--- src/rtl/periodic_value_noise_fbm_defines.svh ---
// ----------------------------------------------------------------------------
// Assertion macros for the periodic value noise fractal sum block
// Shared property templates clocked on clk_i, disabled while in reset.
// ----------------------------------------------------------------------------
`ifndef PERIODIC_VALUE_NOISE_FBM_DEFINES_SVH
`define PERIODIC_VALUE_NOISE_FBM_DEFINES_SVH

// same-cycle implication
`define PVNF_ASSERT_IMP(label, ante, cons) \
  label: assert property (@(posedge clk_i) disable iff (!rst_ni) (ante) |-> (cons)) \
    else $error("pvnf: property violated");

// next-cycle implication
`define PVNF_ASSERT_NXT(label, ante, cons) \
  label: assert property (@(posedge clk_i) disable iff (!rst_ni) (ante) |=> (cons)) \
    else $error("pvnf: property violated");

`endif

--- src/rtl/pvnf_pkg.sv ---
// ----------------------------------------------------------------------------
// pvnf_pkg
// Types, widths, hash constants and amplitude tables for the noise pipeline.
// ----------------------------------------------------------------------------
package pvnf_pkg;

  localparam int COORD_W  = 28;
  localparam int PERIOD_W = 13;
  localparam int SEED_W   = 32;
  localparam int OCT_W    = 4;
  localparam int VAL_W    = 16;
  localparam int FRAC_W   = 24;
  localparam int HASH_W   = 32;
  localparam int SAMP_W   = 25;
  localparam int AMP_W    = 24;
  localparam int PROD_W   = SAMP_W + AMP_W;
  localparam int NORM_W   = 25;
  localparam int DEN_W    = NORM_W + 8;
  localparam int SUM_W    = 50;
  localparam int QUO_W    = 17;
  localparam int LANE_LAT = 9;
  localparam int DIV_LAT  = QUO_W + 2;
  localparam int ADDR_W   = 4;
  localparam int DATA_W   = 32;

  localparam int DEF_MAX_OCTAVES     = 8;
  localparam int DEF_COORD_FRAC_BITS = 16;

  localparam logic [HASH_W-1:0] HASH_CX   = 32'd374761393;
  localparam logic [HASH_W-1:0] HASH_CY   = 32'd668265263;
  localparam logic [HASH_W-1:0] HASH_SEED = 32'd2246822519;
  localparam logic [HASH_W-1:0] HASH_MIX  = 32'd1274126177;

  localparam int SEED_STEP_PLAIN  = 137;
  localparam int SEED_STEP_BILLOW = 173;

  localparam logic [PERIOD_W-1:0] RST_BASE_PERIOD  = 13'd8;
  localparam logic [SEED_W-1:0]   RST_NOISE_SEED   = '0;
  localparam logic [OCT_W-1:0]    RST_OCTAVE_COUNT = 4'd3;
  localparam logic                RST_BILLOW_MODE  = 1'b0;

  typedef enum logic [1:0] {
    REG_BASE_PERIOD  = 2'd0,
    REG_NOISE_SEED   = 2'd1,
    REG_OCTAVE_COUNT = 2'd2,
    REG_BILLOW_MODE  = 2'd3
  } reg_idx_e;

  typedef struct packed {
    logic [PERIOD_W-1:0] base_period;
    logic [SEED_W-1:0]   noise_seed;
    logic [OCT_W-1:0]    octave_count;
    logic                billow_mode;
  } cfg_t;

  // Q0.24 amplitude of octave k
  function automatic logic [AMP_W-1:0] octave_amp(input int k, input logic billow);
    longint amp;
    amp = longint'(1) << 23;
    for (int i = 0; i < k; i++) begin
      if (billow) begin
        amp = (amp * 26 + 25) / 50;
      end else begin
        amp = amp >> 1;
      end
    end
    return AMP_W'(amp);
  endfunction

  // sum of the first n amplitudes
  function automatic logic [NORM_W-1:0] octave_norm(input int n, input logic billow);
    longint acc;
    acc = 0;
    for (int i = 0; i < n; i++) begin
      acc = acc + longint'(octave_amp(i, billow));
    end
    return NORM_W'(acc);
  endfunction

endpackage

--- src/rtl/pvnf_div.sv ---
// ----------------------------------------------------------------------------
// pvnf_div
// Rounded normalising divide, one quotient bit a stage, with saturation.
// ----------------------------------------------------------------------------
module pvnf_div (
  input  logic                        clk_i,
  input  logic                        rst_ni,
  input  logic                        valid_i,
  input  logic [pvnf_pkg::SUM_W-1:0]  sum_i,
  input  logic [pvnf_pkg::DEN_W-1:0]  den_i,
  output logic                        valid_o,
  output logic [pvnf_pkg::VAL_W-1:0]  value_o
);
  import pvnf_pkg::*;

  localparam int CW = SUM_W + 1;

  logic [SUM_W-1:0] rem_q  [QUO_W+1];
  logic [QUO_W-1:0] quo_q  [QUO_W+1];
  logic [DEN_W-1:0] den_q  [QUO_W+1];
  logic             zero_q [QUO_W+1];
  logic [QUO_W:0]   v_q;

  logic [VAL_W-1:0] val_q;
  logic             vo_q;

  always_ff @(posedge clk_i) begin
    rem_q[0]  <= sum_i + SUM_W'(den_i >> 1);
    quo_q[0]  <= '0;
    den_q[0]  <= den_i;
    zero_q[0] <= (den_i == '0);
  end

  for (genvar i = 0; i < QUO_W; i++) begin : g_bit
    localparam int J = QUO_W - 1 - i;
    logic [CW-1:0] sub_w, rem_w;
    assign sub_w = CW'(den_q[i]) << J;
    assign rem_w = CW'(rem_q[i]);
    always_ff @(posedge clk_i) begin
      if (rem_w >= sub_w) begin
        rem_q[i+1] <= SUM_W'(rem_w - sub_w);
        quo_q[i+1] <= quo_q[i] | (QUO_W'(1) << J);
      end else begin
        rem_q[i+1] <= rem_q[i];
        quo_q[i+1] <= quo_q[i];
      end
      den_q[i+1]  <= den_q[i];
      zero_q[i+1] <= zero_q[i];
    end
  end

  always_ff @(posedge clk_i) begin
    if (zero_q[QUO_W]) begin
      val_q <= '0;
    end else if (quo_q[QUO_W][QUO_W-1:VAL_W] != '0) begin
      val_q <= '1;
    end else begin
      val_q <= quo_q[QUO_W][VAL_W-1:0];
    end
  end

  always_ff @(posedge clk_i or negedge rst_ni) begin
    if (!rst_ni) begin
      v_q  <= '0;
      vo_q <= 1'b0;
    end else begin
      v_q  <= {v_q[QUO_W-1:0], valid_i};
      vo_q <= v_q[QUO_W];
    end
  end

  assign valid_o = vo_q;
  assign value_o = val_q;

endmodule

--- config.mk ---
export PLATFORM = sky130hd
export DESIGN_NAME = pvnf_div
export DESIGN_NICKNAME = d
export VERILOG_FILES = /design/src/rtl/periodic_value_noise_fbm_defines.svh /design/src/rtl/pvnf_pkg.sv /design/src/rtl/pvnf_div.sv
export SDC_FILE = /design/constraint.sdc
export NUM_CORES = 2
export LEC_CHECK = 0
export BUFFER_PORTS_ARGS = -buffer_cell sky130_fd_sc_hd__buf_2
export CORE_ASPECT_RATIO = 0.75
export CORE_MARGIN = 3
export CORE_UTILIZATION = 50
export DETAILED_ROUTE_END_ITERATION = 12
export PLACE_DENSITY = 0.68
export SYNTH_ARGS = -nofsm -noshare
export SYNTH_HDL_FRONTEND = slang
export SYNTH_SLANG_ARGS = --single-unit
export TNS_END_PERCENT = 50
--- constraint.sdc ---
create_clock -name clk_i -period 3.6 [get_ports clk_i]
set_input_delay 0.72 -clock clk_i [delete_from_list [all_inputs] [get_ports clk_i]]
set_output_delay 0.72 -clock clk_i [all_outputs]
set_load 0.03 [all_outputs]
* Word-level counts from Yosys, hierarchy flattened
Memories as Yosys holds them, arrays and structs flattened.
Index checks and enable logic that the tools add are counted.
** Cells by class
- $add $sub $neg :: 18
- Magnitude comparators :: 17
- Muxes and demuxes :: 86
- Bitwise operators :: 34
- Reduce and logical (&&, ||, !) cells :: 1
** Operators by type and width (count)
- 2-to-1 mux 50 bit :: 17
- 2-to-1 mux 17 bit :: 17
- 2-to-1 mux 1 bit :: 51
- adder 50 x 32 -> 50 bit :: 1
- >= comparator 50 x 33 -> 1 bit :: 1
- >= comparator 50 x 34 -> 1 bit :: 1
- >= comparator 50 x 35 -> 1 bit :: 1
- >= comparator 50 x 36 -> 1 bit :: 1
- >= comparator 50 x 37 -> 1 bit :: 1
- >= comparator 50 x 38 -> 1 bit :: 1
- >= comparator 50 x 39 -> 1 bit :: 1
- >= comparator 50 x 40 -> 1 bit :: 1
- >= comparator 50 x 41 -> 1 bit :: 1
- >= comparator 50 x 42 -> 1 bit :: 1
- >= comparator 50 x 43 -> 1 bit :: 1
- >= comparator 50 x 44 -> 1 bit :: 1
- >= comparator 50 x 45 -> 1 bit :: 1
- >= comparator 50 x 46 -> 1 bit :: 1
- >= comparator 50 x 47 -> 1 bit :: 1
- >= comparator 50 x 48 -> 1 bit :: 1
- >= comparator 50 x 49 -> 1 bit :: 1
- subtractor 50 x 33 -> 50 bit :: 1
- subtractor 50 x 34 -> 50 bit :: 1
- subtractor 50 x 35 -> 50 bit :: 1
- 17 further kinds :: 50
** Storage, ports and cells
- Bits in registers :: 35
- Bits in writable memories :: 1818
- Input bits :: 86
- Logic and storage cells :: 163
- Memories kept :: 4
** Memory list
- rem_q :: words 18, width 50, rd ports 17, clocked after Yosys merged registers in 0, write ports 18, line pvnf_div.sv:18 : logic [SUM_W-1:0] rem_q [QUO_W+1];
- den_q :: words 18, width 33, rd ports 17, clocked after Yosys merged registers in 0, write ports 18, line pvnf_div.sv:20 : logic [DEN_W-1:0] den_q [QUO_W+1];
- quo_q :: words 18, width 17, rd ports 18, clocked after Yosys merged registers in 0, write ports 18, line pvnf_div.sv:19 : logic [QUO_W-1:0] quo_q [QUO_W+1];
- zero_q :: words 18, width 1, rd ports 18, clocked after Yosys merged registers in 0, write ports 18, line pvnf_div.sv:21 : logic zero_q [QUO_W+1];

* Depth between registers and ports, before layout
An unclocked memory read counts as a cell.
- Word-level depth :: 5
- Mapped depth :: 16
- Depth with buffers taken out :: 15

* Worst setup path before layout
No wires, ideal clock.
- Path kind :: register to register
- Start :: memory rem_q[2][14], in the netlist rem_q[1][14]
- End :: memory rem_q[3][23], in the netlist rem_q[1][73]
- Library setup time :: 0.121 ns
- Arrival :: 3.254 ns
- Setup slack :: 0.225 ns
- Cell stages (with the launch flop) :: 16
- Path buffers :: 2
- Cell sequence :: dfxtp_1 inv_1 ha_1 inv_1 fa_1 a211oi_1 o21ai_0 a211oi_1 o21bai_1 a21oi_1 o211ai_1 a22oi_1 o21a_1 clkbuf_1 clkbuf_1 mux2_2
** RTL lines (line)
- start: declaration :: pvnf_div.sv:18

==> impl_metrics.ini <==
[run_status]
outcome = finished with violations
violations = setup timing

[critical_path]
crit_slowest_cell = nor4_2
crit_chain = nor4_1, nand4_1, nor4_2, and3_1, or4_1, and2_1, o21bai_1, a211oi_1, xor2_1
cp.required_ns = 4.34
crit_fanout = 7
cp-end-kind = flop
startpoint_type = flop
cp.arrival_ns = 4.42
reg2reg_depth = 9
crit_type = reg2reg
slowest_delay_ns = 0.95
reg2reg_setup_slack_ns = -0.08

[timing]
max_slew_margin_pct = 27.4
drv_slew = 0
max_freq_mhz = 272
fin_ws_ns = -0.0831
fin_tns_setup_ns = -0.383
setup_viol = 9
rsz0062_at_grt = true
fin_skew_ns = 0.0940
worstMarginPinSlew_ns = 1.08
finalCritPeriodShare_pct = 102
finalHoldViolations = 0
layout_min_cycle_time_ns = 3.68

[die]
ioPinCount = 103
initial_utilization_pct = 50.7
num_rows = 121
fp.dieH_um = 339
die-area_mm2 = 0.153
die_w_um = 450
core_area_mm2 = 0.146

[cts]
cts_tree = yes
h-tree-depth = 4
clkLatencyLatePin_ns = 0.83
clk_pin_slew_ns = 0.07
cts_inserted_buffers = 157
clockBufferDepth = 3
cts-root-buf = clkbuf_16
clock_sinks = 1617

[synth]
synth.top_cell.area_share_pct = 43.3
ys_top_cells_by_area = dfxtp_1 (43%), ha_1 (10%), a21oi_1 (4.5%)
syn_inst = 8146
synth_edf_count = 0
synth_area_mm2 = 0.0739
seq_area_frac_synth_pct = 43.9
ys.flop_type = dfxtp_1
synthArstFlopShare_pct = 1.18
avgSynthCellArea_um2 = 9.08
synth_seq_cells = 1617
synth_warnings = 0
ys_types = 97
synth_fp_nets = 8842
yosysTopAreaCell = dfxtp_1

[power]
leakage_nw = 39.7
seqPwrFrac_pct = 32.2
p_switching_mw = 33.9
p_per_area_mw_per_mm2 = 976
p_sw_share_pct = 39.7
irDropWorstVdd_mv = 0.615
p_int_mw = 51.5
clkPwrFrac_pct = 20.8
power.total_mw = 85.4
combPwrFrac_pct = 47.0

[grt]
antenna_found_initial = 8
track_usage_pct = 26.8
first_global_vias = 56500
grt_pass1_wl_um = 326000
gr-total-overflow = 0
grt_start_max_net_pins = 62

[routing]
drt-total-wl_um = 213000
drc = 0
via_per_inst = 5.59
routedWlPerCell_um = 19.7
drtPass1Iterations = 6
num_vias = 60500
initialDrtViolationCount = 6349
ant_nets = 0

[final_layout]
mostFrequentLayoutCells = dfxtp_1 (1,584), inv_1 (715), nand2_1 (671), a21oi_1 (636), ha_1 (584)
multi_input_comb_area_mm2 = 0.0389
fill_cells = 12600
nNetsFinal = 9418
layout_commonest_cell = dfxtp_1
drive_above_1_share_pct = 14.0
ff_latch_area_mm2 = 0.0325
area_growth_pct = 18.3

[placed_design]
port_buffers = 102
dp_hpwl_um = 168000
gp_congestion = 0.991

[run]
max-cap-violations = 0

[min_path]
hold_depth = 1
worstHoldPathType = in2reg
-- cell type report --
cell class | instances | area share (%)
clock buffer | 226 | 5.18
tap | 1968 | 2.81
inverter | 727 | 3.12
sequential | 1617 | 37.1
timing repair buffer | 654 | 5.88
multi-input combinational | 5565 | 44.5
antenna | 6 | 0.0172
clock inverter | 64 | 1.39
-- stage by stage --
| step | setup slack [ns] | utilization, % | area [um^2] | hold slack (ns) | std cells |
|---|---|---|---|---|---|
| after detailed placement | -0.498 | 54.9 | 80100 | 0.312 | 10500 |
| final | -0.0831 | 59.9 | 87500 | 0.0912 | 10800 |
| after CTS | -0.0853 | 59.1 | 86300 | 0.0302 | 10800 |
| after global routing | -0.163 | 59.9 | 87500 | 0.0576 | 10800 |
| after floorplan | 0.225 | - | 73900 | 0.310 | 8146 |
| after global placement | -0.628 | 54.9 | 80100 | 0.310 | 10500 |
-- state kept, by name (all words and copies together) (netlist names) --
name and count:
den_q 561, quo_q 153, rem_q 850, v_q 18
valid_o 1, value_o 16, zero_q 18
-- worst max-delay path: cells and delay by family, from the launching register on --
kind / cells / cell delay (ns)
compound gates: 2 / 0.38
xor+xnor: 1 / 0.19
simple gates: 6 / 2.63
flops: 1 / 0.38
-- cell usage after synthesis (all sizes together) (121+ instances only) --
master	count
nand2	676
ha	593
a21oi	661
xor2	288
dfxtp	1598
nand4	121
o21ai	590
xnor2	354
a21o	326
nor2	482
inv	726
clkbuf	188
-- layer usage --
metal / GRT usage [%] / vias up / part of all wire (%)
li1: - / 29500 / -
met1: 43.5 / 28600 / 52
met2: 34.4 / 2173 / 36
met3: 7.66 / 223 / 10
met4: 4.56 / 2 / 1.2
met5: 0.906 / - / 0.090
-- final timing paths --
path	to	start
max in group asynchronous	v_q[4]	rst_ni
min in group asynchronous	v_q[16]	rst_ni
setup reg to reg	rem_q[3][48]	rem_q[2][51]
hold reg to reg	den_q[16][7]	den_q[15][7]
hold / removal	den_q[0][15]	den_i[15]
setup / recovery	rem_q[3][48]	rem_q[2][51]
-- kinds of logic after synthesis --
logic type | share of synthesized area (%)
and+or+nand+nor | 13.6
buffers and inverters | 4.95
muxes | 1.40
adders and majority gates | 10.5
DFF | 43.9
xor gates and xnor gates | 7.61
AOI/OAI and AO/OA | 18.1
-- power by group through the flow --
stage / registers, mW / clock network, mW / logic (mW)
2_1_floorplan: 25.7 / 0 / 27.0
3_3_place_gp: 27.6 / 0 / 37.0
3_5_place_dp: 27.6 / 0 / 37.6
4_1_cts: 27.3 / 18.1 / 38.2
5_1_grt: 28.0 / 18.9 / 44.1
6_report: 27.5 / 17.8 / 40.1
-- timing repair --
action | CTS | global route
hold endpoints to repair | 24 | 0
cloned | 2 | 6
pin swaps | 16 | 62
setup buffers | 5 | 30
hold buffers | 6 | 0
endpoints found under the setup margin | 223 | 473
gates resized for setup | 60 | 205
No activity file was read; power rests on OpenSTA's default activity.
