File: config.mk
export PLATFORM = sky130hd
export DESIGN_NAME = pvnf_regs
export DESIGN_NICKNAME = d
export VERILOG_FILES = /design/src/rtl/periodic_value_noise_fbm_defines.svh /design/src/rtl/pvnf_pkg.sv /design/src/rtl/pvnf_regs.sv
export SDC_FILE = /design/constraint.sdc
export NUM_CORES = 1
export LEC_CHECK = 0
export ABC_AREA = 1
export BUFFER_PORTS_ARGS = -buffer_cell sky130_fd_sc_hd__buf_2
export CORE_ASPECT_RATIO = 0.7
export CORE_MARGIN = 1
export CORE_UTILIZATION = 45
export CTS_CLUSTER_SIZE = 16
export DETAILED_ROUTE_END_ITERATION = 12
export GPL_ROUTABILITY_DRIVEN = 0
export PLACE_DENSITY = 0.91
export SYNTH_ARGS = -nofsm -noshare
export SYNTH_HDL_FRONTEND = slang
export SYNTH_SLANG_ARGS = --single-unit
File: constraint.sdc
create_clock -name clk_i -period 1.2 [get_ports clk_i]
set_input_delay 0.12 -clock clk_i [delete_from_list [all_inputs] [get_ports clk_i]]
set_output_delay 0.12 -clock clk_i [all_outputs]
set_load 0.02 [all_outputs]
File: src/rtl/periodic_value_noise_fbm_defines.svh
// ----------------------------------------------------------------------------
// Assertion macros for the periodic value noise fractal sum block
// Shared property templates clocked on clk_i, disabled while in reset.
// ----------------------------------------------------------------------------
`ifndef PERIODIC_VALUE_NOISE_FBM_DEFINES_SVH
`define PERIODIC_VALUE_NOISE_FBM_DEFINES_SVH

// same-cycle implication
`define PVNF_ASSERT_IMP(label, ante, cons) \
  label: assert property (@(posedge clk_i) disable iff (!rst_ni) (ante) |-> (cons)) \
    else $error("pvnf: property violated");

// next-cycle implication
`define PVNF_ASSERT_NXT(label, ante, cons) \
  label: assert property (@(posedge clk_i) disable iff (!rst_ni) (ante) |=> (cons)) \
    else $error("pvnf: property violated");

`endif

File: src/rtl/pvnf_pkg.sv
// ----------------------------------------------------------------------------
// pvnf_pkg
// Types, widths, hash constants and amplitude tables for the noise pipeline.
// ----------------------------------------------------------------------------
package pvnf_pkg;

  localparam int COORD_W  = 28;
  localparam int PERIOD_W = 13;
  localparam int SEED_W   = 32;
  localparam int OCT_W    = 4;
  localparam int VAL_W    = 16;
  localparam int FRAC_W   = 24;
  localparam int HASH_W   = 32;
  localparam int SAMP_W   = 25;
  localparam int AMP_W    = 24;
  localparam int PROD_W   = SAMP_W + AMP_W;
  localparam int NORM_W   = 25;
  localparam int DEN_W    = NORM_W + 8;
  localparam int SUM_W    = 50;
  localparam int QUO_W    = 17;
  localparam int LANE_LAT = 9;
  localparam int DIV_LAT  = QUO_W + 2;
  localparam int ADDR_W   = 4;
  localparam int DATA_W   = 32;

  localparam int DEF_MAX_OCTAVES     = 8;
  localparam int DEF_COORD_FRAC_BITS = 16;

  localparam logic [HASH_W-1:0] HASH_CX   = 32'd374761393;
  localparam logic [HASH_W-1:0] HASH_CY   = 32'd668265263;
  localparam logic [HASH_W-1:0] HASH_SEED = 32'd2246822519;
  localparam logic [HASH_W-1:0] HASH_MIX  = 32'd1274126177;

  localparam int SEED_STEP_PLAIN  = 137;
  localparam int SEED_STEP_BILLOW = 173;

  localparam logic [PERIOD_W-1:0] RST_BASE_PERIOD  = 13'd8;
  localparam logic [SEED_W-1:0]   RST_NOISE_SEED   = '0;
  localparam logic [OCT_W-1:0]    RST_OCTAVE_COUNT = 4'd3;
  localparam logic                RST_BILLOW_MODE  = 1'b0;

  typedef enum logic [1:0] {
    REG_BASE_PERIOD  = 2'd0,
    REG_NOISE_SEED   = 2'd1,
    REG_OCTAVE_COUNT = 2'd2,
    REG_BILLOW_MODE  = 2'd3
  } reg_idx_e;

  typedef struct packed {
    logic [PERIOD_W-1:0] base_period;
    logic [SEED_W-1:0]   noise_seed;
    logic [OCT_W-1:0]    octave_count;
    logic                billow_mode;
  } cfg_t;

  // Q0.24 amplitude of octave k
  function automatic logic [AMP_W-1:0] octave_amp(input int k, input logic billow);
    longint amp;
    amp = longint'(1) << 23;
    for (int i = 0; i < k; i++) begin
      if (billow) begin
        amp = (amp * 26 + 25) / 50;
      end else begin
        amp = amp >> 1;
      end
    end
    return AMP_W'(amp);
  endfunction

  // sum of the first n amplitudes
  function automatic logic [NORM_W-1:0] octave_norm(input int n, input logic billow);
    longint acc;
    acc = 0;
    for (int i = 0; i < n; i++) begin
      acc = acc + longint'(octave_amp(i, billow));
    end
    return NORM_W'(acc);
  endfunction

endpackage

File: src/rtl/pvnf_regs.sv
// ----------------------------------------------------------------------------
// pvnf_regs
// APB register file holding period, seed, octave count and billow mode.
// ----------------------------------------------------------------------------
module pvnf_regs (
  input  logic                         clk_i,
  input  logic                         rst_ni,
  input  logic                         psel,
  input  logic                         penable,
  input  logic                         pwrite,
  input  logic [pvnf_pkg::ADDR_W-1:0]  paddr,
  input  logic [pvnf_pkg::DATA_W-1:0]  pwdata,
  output logic [pvnf_pkg::DATA_W-1:0]  prdata,
  output logic                         pready,
  output pvnf_pkg::cfg_t               cfg_o
);
  import pvnf_pkg::*;

  cfg_t     cfg_q, cfg_d;
  logic     wr_en;
  reg_idx_e idx;

  assign pready = 1'b1;
  assign wr_en  = psel && penable && pwrite && pready;
  assign idx    = reg_idx_e'(paddr[ADDR_W-1:2]);

  always_comb begin
    cfg_d = cfg_q;
    if (wr_en) begin
      unique case (idx)
        REG_BASE_PERIOD:  cfg_d.base_period  = pwdata[PERIOD_W-1:0];
        REG_NOISE_SEED:   cfg_d.noise_seed   = pwdata[SEED_W-1:0];
        REG_OCTAVE_COUNT: cfg_d.octave_count = pwdata[OCT_W-1:0];
        REG_BILLOW_MODE:  cfg_d.billow_mode  = pwdata[0];
        default: ;
      endcase
    end
  end

  always_ff @(posedge clk_i or negedge rst_ni) begin
    if (!rst_ni) begin
      cfg_q.base_period  <= RST_BASE_PERIOD;
      cfg_q.noise_seed   <= RST_NOISE_SEED;
      cfg_q.octave_count <= RST_OCTAVE_COUNT;
      cfg_q.billow_mode  <= RST_BILLOW_MODE;
    end else begin
      cfg_q <= cfg_d;
    end
  end

  always_comb begin
    unique case (idx)
      REG_BASE_PERIOD:  prdata = DATA_W'(cfg_q.base_period);
      REG_NOISE_SEED:   prdata = DATA_W'(cfg_q.noise_seed);
      REG_OCTAVE_COUNT: prdata = DATA_W'(cfg_q.octave_count);
      REG_BILLOW_MODE:  prdata = DATA_W'(cfg_q.billow_mode);
      default:          prdata = '0;
    endcase
  end

  assign cfg_o = cfg_q;

endmodule

Word-level counts from Yosys, hierarchy flattened
Cells that the tools add are included.
{"block": "totals", "regBits": 50, "input_bits": 41, "output_inout_bits": 83}
{"block": "op_classes", "eq_ne": 3, "n_mux": 1, "reduce_logical": 7}
{"operator": "$pmux 32 s4", "count": 1}
{"operator": "$reduce_and 2->1", "count": 4}
{"operator": "$eq 2x2->1 const B", "count": 2}
{"operator": "$eq 2x1->1 const B", "count": 1}
{"operator": "$logic_and 1x1->1", "count": 2}
{"operator": "$logic_not 2->1", "count": 1}

Longest topological paths before layout
Gate-level depths: netlist of run 1.
{"block": "depth", "word_depth": 3, "ltp_mapped": 7, "ltp_nobuf": 6}

Worst setup path after synthesis of run 1
No wires, ideal clock.
{"block": "synth_path", "path_type": "reg-to-output", "startpoint": "reg cfg_q (netlist bit cfg_o[1])", "endpoint": "out prdata[0] (netlist bit)", "arrival_ns": 0.872, "setup_slack_ns": 0.208, "stages_incl_launch_ff": 3, "n_path_buf": 0, "cell_sequence": "dfstp_2 nand3_1 nand4_1"}
{"block": "synth_between", "elab_chain_cells": 1}
{"element": "from (decl)", "line": "pvnf_regs.sv:19", "source": "cfg_t cfg_q, cfg_d;"}
{"element": "from (signal assigned)", "line": "pvnf_regs.sv:47", "source": "cfg_q <= cfg_d;"}
{"element": "$pmux 32 s4", "line": "pvnf_regs.sv:52", "source": "unique case (idx)"}
{"element": "to (decl)", "line": "pvnf_regs.sv:13", "source": "output logic [pvnf_pkg::DATA_W-1:0] prdata,"}
Every way passes these cells.

Worst setup path after layout of run 1
Ends and elaborated chain as after synthesis.

==> results of run 1 <==
-- Yosys cell counts, drive strengths merged --
| cell type | count | area [µm²] |
|---|---|---|
| nand3 | 7 | 35.0 |
| nand2 | 194 | 733 |
| dfstp | 3 | 78.8 |
| dfrtp | 47 | 1180 |
| nor2 | 25 | 96.4 |
| o21ai | 1 | 5.00 |
| buf | 13 | 72.6 |
| conb | 1 | 3.75 |
| inv | 24 | 90.1 |
| nand4 | 1 | 6.26 |
-- placed cells by master (no fill, tap or decap) --
master,instances
clkbuf_1,2
buf_4,13
dfstp_2,3
conb_1,1
nor2_1,24
dfrtp_1,47
nand2_1,190
nor2_2,1
nand2_2,4
buf_12,3
inv_1,22
nand3_2,3
nand4_1,1
clkbuf_8,5
o21ai_0,1
buf_2,115
inv_2,2
dlygate4sd3_1,1
buf_6,3
nand3_1,4
-- cells by family (layout without fill, tap and decap cells) --
kind of cell           after synthesis  in the layout  synth area share
and+or+nand+nor                    227            227             0.379
DFF                                 50             50             0.546
buffers and inverters               37            166            0.0708
other                                1              1           0.00163
AOI/OAI and AO/OA                    1              1           0.00218
-- cell type report --
type	count	share of cell area
Tap cell	69	0.0271
Inverter	24	0.0283
Timing Repair Buffer	135	0.244
Clock buffer	7	0.0240
Multi-Input combinational cell	229	0.283
Sequential cell	50	0.394
-- metrics by stage --
stage / instances / TNS, ps
after detailed placement: 503 / -75.7
final: 514 / -41.2
after floorplan: 316 / 0
after global placement: 503 / 0
after global routing: 514 / -159
after CTS: 513 / -66.1
-- power by group through the flow --
stage          registers (mW)  logic, mW  clock network (mW)
2_1_floorplan            2.75      0.561                   0
3_3_place_gp             2.32       1.62                   0
3_5_place_dp             2.34       1.67                   0
4_1_cts                  2.32       1.72               0.918
5_1_grt                  2.37       1.91               0.992
6_report                 2.32       1.73               0.897
-- final timing paths --
check / slack, ps / from / endpoint / cells after the start
min in group asynchronous: 370 / rst_ni / cfg_o[15] / 3
max in group asynchronous: 550 / rst_ni / cfg_o[2] / 3
worst min register to register: 490 / cfg_o[32] / cfg_o[32] / 2
worst max-delay path: -40 / cfg_o[1] / prdata[0] / 3
worst max register to register: 360 / cfg_o[2] / cfg_o[2] / 3
worst min-delay path: 30 / pwdata[27] / cfg_o[32] / 3
-- worst min-delay path, delay by kind of cell --
family | cells | cell delay, ps
buf+inv | 1 | 70
simple gates | 2 | 90
-- per-layer routing --
metal | vias to the layer above | global-route usage | share of wire
met1 | 1097 | 0.285 | 0.46
li1 | 1187 | - | -
met5 | - | 0 | 0
met3 | 0 | 0.0528 | 0.072
met2 | 96 | 0.393 | 0.47
met4 | 0 | 0.0539 | 0
-- what timing repair did --
item | CTS | global route
setup buffers | 2 | 1
endpoints found under the hold margin | 47 | 0
gates resized for setup | 7 | 6
pin swaps | 5 | 1
setup endpoints to repair | 3 | 6
hold buffers | 1 | 0
==> metrics.txt, run 1 <==
internal power 3.06 mW; Pwr Total 4.95 mW; status complete, but fails checks; Crit-path slowest cell dfstp_2; Initial DRC Count 115; maximum fanout along the worst path 2; flop and latch count out of synthesis 50; number of flip-flops in the largest register 50; Remaining DRCs 0; net switching power 1.88 mW; setup violators final 1; fin util 0.659; gr ovfl total 0; violated checks negative setup slack; fmax 0.806 GHz; Placed Instance Area 0.00303 mm²; GRT Total Usage 0.223; Place WS -27.6 ps; initial antenna violation count 0; Register Area 0.00125 mm²; maximum vdd ir drop 0.000793 V; Comb power frac 0.350; worst skew pair latency 290 ps; Final WS setup -41.2 ps; Min Hold Slack 30.1 ps; clock period minus worst slack 1240 ps; clock network power share 0.181; nets 486; DIE AREA 0.00540 mm²; Min-Delay Path Class in -> reg; Fin. Hold Viols 0; largest net degree at the start of global routing 51; vias in the first global route 2078; H-tree Lvls 2; Cell Area, Synth 0.00230 mm²; drt wl/cell 11.7 µm; unrepaired setup endpoints after global routing yes; sw frac 0.381; pwr dens 1550 mW/mm²; fin area 0.00318 mm²; Worst Setup Path Type reg -> out; CTS tree done; sequential share of power 0.469; core area 0.00483 mm²; DP Wirelength 4410 µm; I/O pins 124; worst path cell trace nand3_2, nand4_1, buf_4; chip height 61.8 µm; max-cap viol count 0; # rows 21; period utilization 1.03; arrival time worst endpoint 1120 ps; nature of the critical path startpoint flip-flop; antenna cells 0; Synth-to-Final Area Change 38.6%; clk sink count 50; width of the chip 87.4 µm; root buffer cell clkbuf_8; Buf/Inv on CP 1; CTS Buffer Depth 2; worst path required time 1080 ps; Yosys cell types 14; Yosys warnings 0; vias per inst 4.63; Leakage 1.99 nW; first-pass GRT wire length 9190 µm; CP delay by family, top flip-flops; Clk pin slew, worst setup/hold paths 90 ps; via count 2380; PortBufs 120; Multi-input gate area 900 µm²; layout cell share with drive strength beyond 1 0.342; WL final 6020 µm; first drt pass iteration count 6; Initial Util 0.475; register area share after synthesis 0.546; filler instances 463; CTS buffer count 5; Synth Area per Inst 7.27 µm²; crit-path max cell delay 550 ps; Slew Limit Fails 0; Post-Synthesis Cells 316; ANT nets after route 0; Net Count, Synth 357; CP Capture Type output pin; Worst Skew 0 ps
No activity file was read; power rests on OpenSTA's default activity.
==> run 2, diff against run 1 <==
--- a/config.mk
+++ b/config.mk
@@ -10,6 +10,7 @@
 export CORE_ASPECT_RATIO = 0.7
 export CORE_MARGIN = 1
 export CORE_UTILIZATION = 45
+export CTS_BUF_LIST = sky130_fd_sc_hd__clkbuf_4 sky130_fd_sc_hd__clkbuf_8
 export CTS_CLUSTER_SIZE = 16
 export DETAILED_ROUTE_END_ITERATION = 12
 export GPL_ROUTABILITY_DRIVEN = 0
==> run 2 against run 1 <==
  * The run still ends with negative setup slack left
  * Maximum frequency increased by 0.71%
  * Global-route usage hardly changed
  * Die area did not move
==> metrics.txt, run 2 (synthesis results as in run 1) <==
period utilization 1.03; DP Wirelength 4410 µm; max-cap viol count 0; initial antenna violation count 0; Hold Crit Start pwdata[27]; Min-Delay Path Class in -> reg; CTS buffer count 5; crit-path max cell delay 550 ps; Worst Setup Path Type reg -> out; RR Startpoint cfg_o[2]; worst skew pair latency 290 ps; DIE AREA 0.00540 mm²; nets 486; most frequent cells in the layout 190 x nand2_1, 115 x buf_2, 47 x dfrtp_1; fin area 0.00319 mm²; maximum fanout along the worst path 2; CTS Buffer Depth 2; Remaining DRCs 0; commonest non-fill, non-tap cell in the layout nand2_1; number of flip-flops in the largest register 50; I/O pins 124; Initial Util 0.475; nature of the critical path startpoint flip-flop; width of the chip 87.4 µm; Leakage 1.99 nW; status complete, but fails checks; clk sink count 50; first drt pass iteration count 4; setup violators final 1; GRT Total Usage 0.223; PortBufs 120; arrival time worst endpoint 1110 ps; chip height 61.8 µm; WL final 5940 µm; antenna cells 0; Final WS setup -32.5 ps; violated checks negative setup slack; ANT nets after route 0; placed insts 503; worst path required time 1080 ps; drt wl/cell 11.6 µm; worst path cell trace nand3_2, nand4_1, buf_4; H-tree Lvls 2; vias per inst 4.65; vias in the first global route 2078; Synth-to-Final Area Change 38.9%; maximum vdd ir drop 0.000791 V; fin util 0.660; Fin. Hold Viols 0; core area 0.00483 mm²; critical path startpoint cfg_o[1]; Crit-path slowest cell dfstp_2; clock period minus worst slack 1230 ps; Placed Instance Area 0.00303 mm²; non-filler cells, final 514; fmax 0.811 GHz; unrepaired setup endpoints after global routing yes; via count 2389; largest net degree at the start of global routing 51; first-pass GRT wire length 9180 µm; Slew Limit Fails 0; root buffer cell clkbuf_8; Worst Skew 0 ps; # rows 21; pwr dens 1560 mW/mm²; layout cell share with drive strength beyond 1 0.346; Initial DRC Count 115; CP Capture Type output pin; final setup TNS -32.5 ps; CTS tree done; gr ovfl total 0; Clk pin slew, worst setup/hold paths 90 ps; Place WS -27.6 ps
## run 2: cell types whose count changed in the layout (fill, tap and decap cells not counted)
cell,change
clkbuf_1,-2
clkbuf_4,+2
## run 2: worst paths after layout
check,endpoint,slack (ps),cells after the start
min in group asynchronous,cfg_o[15],370,3
max reg2reg,cfg_o[2],360,3
min,cfg_o[32],30,3
min reg2reg,cfg_o[32],490,2
max in group asynchronous,cfg_o[2],540,3
max,prdata[0],-30,3
## run 2: metrics by stage
step	hold slack, ps	power, mW
6_report	30.3	4.99
2_1_floorplan	-176	3.31
3_3_place_gp	124	3.95
4_1_cts	22.1	5.00
3_5_place_dp	126	4.01
5_1_grt	30.8	5.32
## run 2: metal layers
metal  part of all wire  vias to the layer above  global-route usage
met5                  0                        -                   0
met4                  0                        0              0.0539
met3              0.084                        0              0.0528
met2               0.48                      104               0.393
met1               0.43                     1100               0.284
li1                   -                     1185                   -
## run 2: timing repair
item,4_1_cts,5_1_grt
setup endpoints to repair,3,6
hold endpoints to repair,47,0
hold buffers,1,0
pin swaps,5,1
gates resized for setup,7,6
gates cloned,0,0
setup buffers,2,1
## run 2: power by group
group	switching [mW]	leakage (nW)	internal, mW
Combinational	1.11	1.32	0.616
Sequential	0.274	0.629	2.04
Clock	0.490	0.0452	0.448
## run 2: critical path, delay by kind of cell, from the launching register on
family | cells | cell delay [ps]
flip-flops | 1 | 550
buffers and inverters | 1 | 140
AND/OR/NAND/NOR | 2 | 130
## run 2: final cells by class
class | instances | area [µm²]
multi-input cells | 229 | 900
clock buffers | 7 | 83.8
repair buffers | 135 | 777
flip-flops and latches | 50 | 1250
fillers | 459 | 1640
well taps | 69 | 86.3
inverters | 24 | 90.1
