### config.mk
export PLATFORM = sky130hd
export DESIGN_NAME = pvnf_wrap
export DESIGN_NICKNAME = d
export VERILOG_FILES = /design/src/rtl/periodic_value_noise_fbm_defines.svh /design/src/rtl/pvnf_pkg.sv /design/src/rtl/pvnf_wrap.sv
export SDC_FILE = /design/constraint.sdc
export NUM_CORES = 1
export LEC_CHECK = 0
export ABC_AREA = 0
export BUFFER_PORTS_ARGS = -buffer_cell sky130_fd_sc_hd__clkbuf_2
export CAP_MARGIN = 20
export CORE_ASPECT_RATIO = 0.9
export CORE_MARGIN = 5
export CORE_UTILIZATION = 35
export CTS_CLUSTER_SIZE = 20
export DETAILED_ROUTE_END_ITERATION = 10
export SLEW_MARGIN = 30
export SYNTH_ARGS = -nofsm -noshare
export SYNTH_HDL_FRONTEND = slang
export SYNTH_SLANG_ARGS = --single-unit
### constraint.sdc
create_clock -name clk_i -period 2.8 [get_ports clk_i]
set_clock_uncertainty 0.1 [all_clocks]
set_input_delay 0.14 -clock clk_i [delete_from_list [all_inputs] [get_ports clk_i]]
set_output_delay 0.14 -clock clk_i [all_outputs]
set_load 0.01 [all_outputs]
### src/rtl/periodic_value_noise_fbm_defines.svh
// ----------------------------------------------------------------------------
// Assertion macros for the periodic value noise fractal sum block
// Shared property templates clocked on clk_i, disabled while in reset.
// ----------------------------------------------------------------------------
`ifndef PERIODIC_VALUE_NOISE_FBM_DEFINES_SVH
`define PERIODIC_VALUE_NOISE_FBM_DEFINES_SVH

// same-cycle implication
`define PVNF_ASSERT_IMP(label, ante, cons) \
  label: assert property (@(posedge clk_i) disable iff (!rst_ni) (ante) |-> (cons)) \
    else $error("pvnf: property violated");

// next-cycle implication
`define PVNF_ASSERT_NXT(label, ante, cons) \
  label: assert property (@(posedge clk_i) disable iff (!rst_ni) (ante) |=> (cons)) \
    else $error("pvnf: property violated");

`endif

### src/rtl/pvnf_pkg.sv
// ----------------------------------------------------------------------------
// pvnf_pkg
// Types, widths, hash constants and amplitude tables for the noise pipeline.
// ----------------------------------------------------------------------------
package pvnf_pkg;

  localparam int COORD_W  = 28;
  localparam int PERIOD_W = 13;
  localparam int SEED_W   = 32;
  localparam int OCT_W    = 4;
  localparam int VAL_W    = 16;
  localparam int FRAC_W   = 24;
  localparam int HASH_W   = 32;
  localparam int SAMP_W   = 25;
  localparam int AMP_W    = 24;
  localparam int PROD_W   = SAMP_W + AMP_W;
  localparam int NORM_W   = 25;
  localparam int DEN_W    = NORM_W + 8;
  localparam int SUM_W    = 50;
  localparam int QUO_W    = 17;
  localparam int LANE_LAT = 9;
  localparam int DIV_LAT  = QUO_W + 2;
  localparam int ADDR_W   = 4;
  localparam int DATA_W   = 32;

  localparam int DEF_MAX_OCTAVES     = 8;
  localparam int DEF_COORD_FRAC_BITS = 16;

  localparam logic [HASH_W-1:0] HASH_CX   = 32'd374761393;
  localparam logic [HASH_W-1:0] HASH_CY   = 32'd668265263;
  localparam logic [HASH_W-1:0] HASH_SEED = 32'd2246822519;
  localparam logic [HASH_W-1:0] HASH_MIX  = 32'd1274126177;

  localparam int SEED_STEP_PLAIN  = 137;
  localparam int SEED_STEP_BILLOW = 173;

  localparam logic [PERIOD_W-1:0] RST_BASE_PERIOD  = 13'd8;
  localparam logic [SEED_W-1:0]   RST_NOISE_SEED   = '0;
  localparam logic [OCT_W-1:0]    RST_OCTAVE_COUNT = 4'd3;
  localparam logic                RST_BILLOW_MODE  = 1'b0;

  typedef enum logic [1:0] {
    REG_BASE_PERIOD  = 2'd0,
    REG_NOISE_SEED   = 2'd1,
    REG_OCTAVE_COUNT = 2'd2,
    REG_BILLOW_MODE  = 2'd3
  } reg_idx_e;

  typedef struct packed {
    logic [PERIOD_W-1:0] base_period;
    logic [SEED_W-1:0]   noise_seed;
    logic [OCT_W-1:0]    octave_count;
    logic                billow_mode;
  } cfg_t;

  // Q0.24 amplitude of octave k
  function automatic logic [AMP_W-1:0] octave_amp(input int k, input logic billow);
    longint amp;
    amp = longint'(1) << 23;
    for (int i = 0; i < k; i++) begin
      if (billow) begin
        amp = (amp * 26 + 25) / 50;
      end else begin
        amp = amp >> 1;
      end
    end
    return AMP_W'(amp);
  endfunction

  // sum of the first n amplitudes
  function automatic logic [NORM_W-1:0] octave_norm(input int n, input logic billow);
    longint acc;
    acc = 0;
    for (int i = 0; i < n; i++) begin
      acc = acc + longint'(octave_amp(i, billow));
    end
    return NORM_W'(acc);
  endfunction

endpackage

### src/rtl/pvnf_wrap.sv
// ----------------------------------------------------------------------------
// pvnf_wrap
// Pipelined remainder of x by (period << frac bits), one quotient bit a stage.
// ----------------------------------------------------------------------------
module pvnf_wrap #(
  parameter int COORD_FRAC_BITS = pvnf_pkg::DEF_COORD_FRAC_BITS
) (
  input  logic                                          clk_i,
  input  logic                                          rst_ni,
  input  logic                                          valid_i,
  input  logic signed [pvnf_pkg::COORD_W-1:0]           x_i,
  input  logic signed [pvnf_pkg::COORD_W-1:0]           y_i,
  input  logic [pvnf_pkg::PERIOD_W-1:0]                 base_period_i,
  output logic                                          valid_o,
  output logic [pvnf_pkg::PERIOD_W+COORD_FRAC_BITS-1:0] rem_o,
  output logic signed [pvnf_pkg::COORD_W-1:0]           y_o
);
  import pvnf_pkg::*;

  localparam int F  = COORD_FRAC_BITS;
  localparam int DW = PERIOD_W + F;
  localparam int NQ = COORD_W - F;
  localparam int CW = DW + NQ;

  logic [PERIOD_W-1:0] per_eff;
  logic [DW-1:0]       dvs;

  logic [COORD_W-1:0]        rem_q [NQ+1];
  logic                      neg_q [NQ+1];
  logic signed [COORD_W-1:0] y_q   [NQ+1];
  logic [NQ:0]               v_q;

  logic [DW-1:0]             rem_fix;
  logic [DW-1:0]             out_q;
  logic signed [COORD_W-1:0] yo_q;
  logic                      vo_q;

  assign per_eff = (base_period_i == '0) ? PERIOD_W'(1) : base_period_i;
  assign dvs     = DW'(per_eff) << F;

  always_ff @(posedge clk_i) begin
    rem_q[0] <= x_i[COORD_W-1] ? COORD_W'(-x_i) : COORD_W'(x_i);
    neg_q[0] <= x_i[COORD_W-1];
    y_q[0]   <= y_i;
  end

  for (genvar i = 0; i < NQ; i++) begin : g_step
    localparam int J = NQ - 1 - i;
    logic [CW-1:0] sub_w, rem_w;
    assign sub_w = CW'(dvs) << J;
    assign rem_w = CW'(rem_q[i]);
    always_ff @(posedge clk_i) begin
      rem_q[i+1] <= (rem_w >= sub_w) ? COORD_W'(rem_w - sub_w) : rem_q[i];
      neg_q[i+1] <= neg_q[i];
      y_q[i+1]   <= y_q[i];
    end
  end

  always_ff @(posedge clk_i or negedge rst_ni) begin
    if (!rst_ni) begin
      v_q  <= '0;
      vo_q <= 1'b0;
    end else begin
      v_q  <= {v_q[NQ-1:0], valid_i};
      vo_q <= v_q[NQ];
    end
  end

  assign rem_fix = (neg_q[NQ] && (rem_q[NQ] != '0)) ? (dvs - DW'(rem_q[NQ]))
                                                     : DW'(rem_q[NQ]);

  always_ff @(posedge clk_i) begin
    out_q <= rem_fix;
    yo_q  <= y_q[NQ];
  end

  assign valid_o = vo_q;
  assign rem_o   = out_q;
  assign y_o     = yo_q;

endmodule

# Word-level counts from Yosys, hierarchy flattened
# Memory sizes are Yosys's and may differ from the RTL's. A register that Yosys moved wholly into a read port is not among the register bits.
# Index checks and enable logic that the tools add are counted.
# word_totals
regBits	43
ramBits	741
out_inout_bits	58
mem_count	3
# memory_table
name	words	word_bits	read_ports	rd_ports_with_merged_regs	wr	line_no	rtl
rem_q	13	28	13	0	13	pvnf_wrap.sv:28	logic [COORD_W-1:0] rem_q [NQ+1];
y_q	13	28	13	1	13	pvnf_wrap.sv:30	logic signed [COORD_W-1:0] y_q [NQ+1];
neg_q	13	1	13	0	13	pvnf_wrap.sv:29	logic neg_q [NQ+1];
# classes
addsub	14
n_lt_le_gt_ge	12
n_mux	15
reduce_logical	3
# op_table
operator	n
28-bit two-way mux	14
28-bit subtractor	12
28-bit by 40-bit greater-or-equal comparator with 1-bit output	1
28-bit by 39-bit greater-or-equal comparator with 1-bit output	1
28-bit by 38-bit greater-or-equal comparator with 1-bit output	1
28-bit by 37-bit greater-or-equal comparator with 1-bit output	1
28-bit by 36-bit greater-or-equal comparator with 1-bit output	1
28-bit by 35-bit greater-or-equal comparator with 1-bit output	1
28-bit by 34-bit greater-or-equal comparator with 1-bit output	1
28-bit by 33-bit greater-or-equal comparator with 1-bit output	1
28-bit by 32-bit greater-or-equal comparator with 1-bit output	1
28-bit by 31-bit greater-or-equal comparator with 1-bit output	1
28-bit by 30-bit greater-or-equal comparator with 1-bit output	1
28-bit by 29-bit greater-or-equal comparator with 1-bit output	1
29-bit by 28-bit subtractor with 29-bit output	1
28-bit negation	1
28-bit nonzero test	1
13-bit zero test	1
13-bit two-way mux	1
1-bit logical AND	1

# Longest topological paths before layout
# Gate-level depths: netlist of run 1.
# depth
word_depth	4
mapped_depth	16
ltp_nobuf	14

# Least setup slack after synthesis of run 1
# Ideal clock, no wire load.
# synth_path
kind	input-to-reg
from	in base_period_i[10] in the netlist's numbering
to	mem rem_q[11][19], in the netlist rem_q[1][103]
setup_ns	0.121
t_arrival_ns	3.605
path_slack_ns	-1.026
path_stages	15
n_path_buf	3
cell_sequence	or3_1 clkbuf_2 nor3_1 nand4_1 clkbuf_1 nor3_1 or2_2 ha_1 nor2b_1 o31a_1 o31ai_1 a21boi_0 o221ai_1 clkbuf_1 mux2_2
# synth_rtl
element	line_no	rtl
from (decl)	pvnf_wrap.sv:13	input logic [pvnf_pkg::PERIOD_W-1:0] base_period_i,
to (decl)	pvnf_wrap.sv:28	

==> flow_summary.toml, run 1 <==
[layout]
layout_common_cells = "798 x dfxtp_1, 128 x clkbuf_2, 109 x buf_4"
drive_gt1_share_pct = 22.3
postLayoutCoreUtil_pct = 45.3
areaGrowthSynthToFinish_pct = 28.7
stdcell_area_mm2 = 0.0296
final_cells = 3046
nets = 2298
layout_commonest_cell = "dfxtp_1"

[placement]
dp_hpwl_mm = 29.4
portBuffers = 129
dp_cells = 2800
place_area_mm2 = 0.0255
place.gp.congestion = 0.844

[worst_setup_path]
cp.required_ns = 3.21
criticalPathCategory = "in -> reg"
worstPathArrival_ns = 3.30
startpoint_type = "input pin"
endpoint_kind = "flop"
worstPathMaxFanout = 6

[cts]
htreeDepth = 3
clock-root-buffer = "clkbuf_16"
clk_path_buf_depth = 3
cts_sinks = 812
cts_tree = "yes"
cts_buffers = 79
clock_latency_ns = 0.62
clkTransAtPathRegs_ns = 0.06

[timing]
slew_violations = 0
worst_pin_slew_ns = 0.691
min_period_ns = 2.89
fin_ws_ns = -0.0913
final-hold-violation-count = 0
finalCritPeriodShare_pct = 103
clock.fmax_mhz = 346
rsz0062_at_grt = "true"
whs_ns = 0.0510
setup_viol = 19
tns_ns = -0.667
slew_headroom_pct = 53.9

[logic_synthesis]
synthSimpleGateAreaFrac_pct = 8.03
synth_ff_type = "dfxtp_1"
synth-edff-count = 0
avgSynthCellArea_um2 = 13.3
synth_cell_type_count = 74
yosys.area.top_type = "dfxtp_1"
synth-adder-area-share_pct = 5.93
syn_nets = 1903
synth_mux_area_share_pct = 3.68
synth_cells = 1728
synth_top_family_by_area = "simple AND/OR/NAND/NOR gates"
ys_seq_area_share_pct = 71.0
synth_compound_area_share_pct = 6.42
yosysTopAreaCellShare_pct = 69.4
synth-xor-area-share_pct = 3.43
synth_area_leaders = "dfxtp_1 69%, ha_1 5.1%, mux2_2 2.3%"
syn-cell-area_mm2 = 0.0230
ys_warn_count = 0
async_flop_share_pct = 1.72
ys_ff_latch = 812

[run]
cap_violations = 0

[global_route]
antenna_found_initial = 0
met2_usage_pct = 19.9
globalRouteMet3Util_pct = 2.85
grt_max_degree = 30
groute.usage.overall_pct = 11.6
grt_busiest_layer = "met2"
use_met1_pct = 14.0
overflow = 0
grt_pass1_vias = 14100
grt_pass1_wl_mm = 67.6

[floorplanning]
dieHeight_um = 253
io_pins = 130
fp.dieArea_mm2 = 0.0710
row_count = 89
initial_core_util_pct = 35.2
die_w_um = 280
core_area_mm2 = 0.0654

[routing]
wl_per_cell_um = 13.5
dr.pass1.iters = 7
drc = 0
vias_per_cell = 4.41
num_vias = 13400
wirelength_mm = 41.0
ant_nets = 0
drtIter0Drc = 610

[pwr]
p_leak_uw = 0.0126
irDropWorstVdd_v = 0.000506
power_density_mw_per_mm2 = 906

[worst_hold_path]
hold_class = "in -> reg"

[run_status]
violations = "setup timing"
outcome = "complete, but fails checks"
==> synth_stat cells (23+ instances only) <==
library cell  instances
mux2_2               48
a21oi_1              56
xor2_1               30
o21ai_0              53
nand4_1              25
nor4_1               55
mux2i_1              26
inv_1                70
nor2b_1              24
nor2_1               49
dfxtp_1             798
nor3_1               26
clkbuf_1             23
xnor2_1              60
ha_1                 93
nand2_1              54
==> routing by layer <==
metal / wire (um) / share of wire (%) / vias up
met1: 17900 / 44 / 6286
met5: 0 / 0 / -
met3: 1950 / 4.8 / 105
met4: 1480 / 3.6 / 0
li1: - / - / 6785
met2: 19600 / 48 / 264
==> per-stage QoR <==
stage / setup WS [ns] / total power (uW)
floorplan: -0.624 / 15000
global placement: -0.787 / 16000
detailed placement: -0.912 / 16000
CTS: -0.0763 / 27100
global route: -0.178 / 28100
finish: -0.0913 / 26800
==> cells by family after synthesis <==
group	Yosys count
compound gates	220
xor+xnor	90
fa+ha+maj	103
buf+inv	96
flops	812
mux	77
simple gates	330
==> report_power, final <==
part	internal, uW	leakage, uW	total, uW	switching (uW)
combinational	1470	0.00439	2940	1460
sequential	12600	0.00689	13100	469
clock	6430	0.00133	10800	4380
==> state kept, by name, summed over array words and instances (netlist names) <==
signal	flops
v_q	13
y_o	28
y_q	364
neg_q	13
rem_o	29
valid_o	1
rem_q	364
==> what timing repair did <==
item / 4_1_cts / 5_1_grt
hold buffers: 95 / 0
pin swaps: 8 / 14
cloned: 1 / 0
endpoints found under the hold margin: 77 / 0
setup buffers: 5 / 5
endpoints found under the setup margin: 62 / 65
resized for setup: 28 / 39
==> critical path, cell delays in order <==
cell and delay (ns):
buf_6 0.09, or3_4 0.40, nor3_4 0.25, nand4_1 0.14, buf_6 0.17, nor3_4 0.12, or2_4 0.22, buf_4 0.17
ha_1 0.17, nor2b_1 0.05, o21a_1 0.18, o21a_1 0.19, o31a_1 0.26, o31ai_2 0.22, buf_4 0.19, mux2_2 0.33
==> final timing paths <==
check,depth (start not counted),to,start,slack (ns)
worst max-delay path,16,rem_q[0][191],base_period_i[9],-0.09
worst min-delay path,6,rem_q[0][55],base_period_i[1],0.05
worst max register to register,7,rem_q[1][25],rem_q[0][220],0.20
worst min register to register,0,y_q[12][5],y_q[11][5],0.22
max in group asynchronous,3,v_q[5],rst_ni,1.74
min in group asynchronous,3,v_q[2],rst_ni,0.48
==> final cells by class <==
class,count,area [um2]
multi-input cells,820,6660
clock buffers,107,2220
repair buffers,340,2510
diodes,1,2.50
inverters,70,263
fillers,5832,35800
clock inverters,32,547
flip-flops and latches,812,16300
well taps,864,1080
Power figures use the tool's default switching activity.
==> inputs of run 2 (changes only) <==
PLACE_DENSITY = 0.52   (was unset)
TNS_END_PERCENT = 50   (was unset)
==> run 2 against run 1 <==
  * Combinational power decreased by 2%
  * Global-route usage increased by 0.41 points
  * Setup slack improved by 0.097 ns
  * First-iteration DRC count increased by 1.8%
  * Highest routed layer unchanged
  * Power increased by 1.1%
  * Wire length increased by 3.3%
  * Register-to-register slack got worse by 0.06 ns
  * Via count decreased by 1.6%
  * The run now ends clean
  * Sequential power about the same
  * Die area unchanged
  * Non-clock buffer count decreased by 13
  * Maximum frequency increased by 3.5%
==> flow_summary.toml, run 2 (synthesized netlist as in run 1, its figures left out) <==
[layout]
layout_commonest_cell = "dfxtp_1"
drive_gt1_share_pct = 22.4
postLayoutCoreUtil_pct = 45.1
multi_input_area_mm2 = 0.00659
final_cells = 3037
areaGrowthSynthToFinish_pct = 28.3
nets = 2285
layout_common_cells = "798 x dfxtp_1, 128 x clkbuf_2, 105 x buf_4"
antenna_cells = 0
fill_cells = 5929
seq_area_mm2 = 0.0163

[cts]
clock_latency_ns = 0.62
clkTransAtPathRegs_ns = 0.07
clock-root-buffer = "clkbuf_16"
cts_buffers = 79
htreeDepth = 3
cts_sinks = 812
cts_tree = "yes"
clk_path_buf_depth = 3

[worst_setup_path]
worstPathArrival_ns = 3.18
worstPathMaxFanout = 6
cp.required_ns = 3.18
criticalPathCategory = "in -> reg"
startpoint_type = "input pin"
endpoint_kind = "flop"

[routing]
ant_nets = 0
drc = 0
num_vias = 13200
wirelength_mm = 42.3
vias_per_cell = 4.36
dr.pass1.iters = 5
wl_per_cell_um = 13.9
drtIter0Drc = 621

[timing]
worst_pin_slew_ns = 0.743
final-hold-violation-count = 0
slew_violations = 0
setup_viol = 0
tns_ns = 0
rsz0062_at_grt = "true"
clock.fmax_mhz = 358
min_period_ns = 2.79
slew_headroom_pct = 50.5
finalCritPeriodShare_pct = 99.8

[placement]
dp_cells = 2802
portBuffers = 129
dp_hpwl_mm = 30.8
place.gp.congestion = 0.831

[global_route]
grt_pass1_vias = 13800
antenna_found_initial = 0
grt_pass1_wl_mm = 69.1
overflow = 0
grt_max_degree = 30
groute.usage.overall_pct = 12.0

[floorplanning]
core_area_mm2 = 0.0654
fp.dieArea_mm2 = 0.0710
row_count = 89
die_w_um = 280
initial_core_util_pct = 35.2
io_pins = 130
dieHeight_um = 253

[pwr]
p_leak_uw = 0.0126
irDropWorstVdd_v = 0.000522
power_density_mw_per_mm2 = 919

[run]
cap_violations = 0

[run_status]
outcome = "finished clean"

[worst_hold_path]
hold_class = "in -> reg"
run 2: cell types whose count changed in the layout (fill, tap and decap cells not counted), moves of 3 or more:
| cell | change |
|---|---|
| a21boi_0 | +3 |
| a21boi_1 | -3 |
| buf_4 | -4 |
| buf_6 | -3 |
| bufinv_16 | +5 |
| clkbuf_1 | -9 |
| clkinv_2 | +8 |
| clkinv_4 | +3 |
| dlygate4sd3_1 | -6 |
| inv_6 | +3 |
| mux2_2 | +5 |
| mux2_4 | -5 |
| o21ai_0 | +3 |
run 2: worst paths after layout:
kind,from,to,slack (ns),cells after the start
max in group asynchronous,rst_ni,valid_o,1.69,3
min in group asynchronous,rst_ni,v_q[1],0.50,3
min,base_period_i[9],rem_q[1][27],0.06,4
max reg2reg,rem_q[0][220],rem_q[1][25],0.14,7
min reg2reg,y_q[5][27],y_q[6][27],0.22,0
max,base_period_i[10],rem_q[1][138],0.006,16
run 2: per-layer routing:
metal  wire (um)  global-route usage (%)
met1       18600                    14.6
met2       20400                    20.6
met3        2010                    3.06
met4        1310                    4.50
met5           0                       0
run 2: layout make-up:
| cell class | count | area share, % |
|---|---|---|
| multi-input combinational | 820 | 22.3 |
| tap | 864 | 3.66 |
| clock buffer | 95 | 7.25 |
| timing repair buffer | 327 | 8.08 |
| inverter | 70 | 0.890 |
| clock inverter | 49 | 2.46 |
| sequential | 812 | 55.3 |
run 2: critical path: stages:
cell and delay, ns:
buf_6 0.09, or3_4 0.40, nor3_4 0.23, nand4_1 0.12
buf_4 0.16, nor3_4 0.12, or2_4 0.24, ha_4 0.15
inv_1 0.05, fa_2 0.34, a21o_1 0.20, a211oi_2 0.26
nor2_1 0.08, o31ai_2 0.24, xnor2_1 0.09, mux2_2 0.26
run 2: timing repair:
| item | in CTS | in global routing |
|---|---|---|
| endpoints found under the hold margin | 78 | 0 |
| pin swaps | 4 | 11 |
| setup endpoints to repair | 44 | 66 |
| gates cloned | 0 | 0 |
| gates resized for setup | 5 | 46 |
| hold buffers | 89 | 0 |
| buffers inserted | 2 | 1 |
run 2: power by group:
group          internal (uW)  switching (uW)
clock network           6760            4400
registers              12600             476
logic                   1420            1460
run 2: stage by stage:
step | power, uW | setup slack (ns) | cell area (um2) | hold WS [ns]
floorplan | 15000 | -0.624 | 23100 | -0.256
global placement | 16000 | -0.720 | 25500 | -0.0594
detailed placement | 16000 | -0.770 | 25500 | -0.0413
CTS | 27500 | -0.0119 | 29300 | 0.00418
global route | 28500 | -0.0736 | 29500 | 0.0187
finish | 27100 | 0.00615 | 29500 | 0.0633
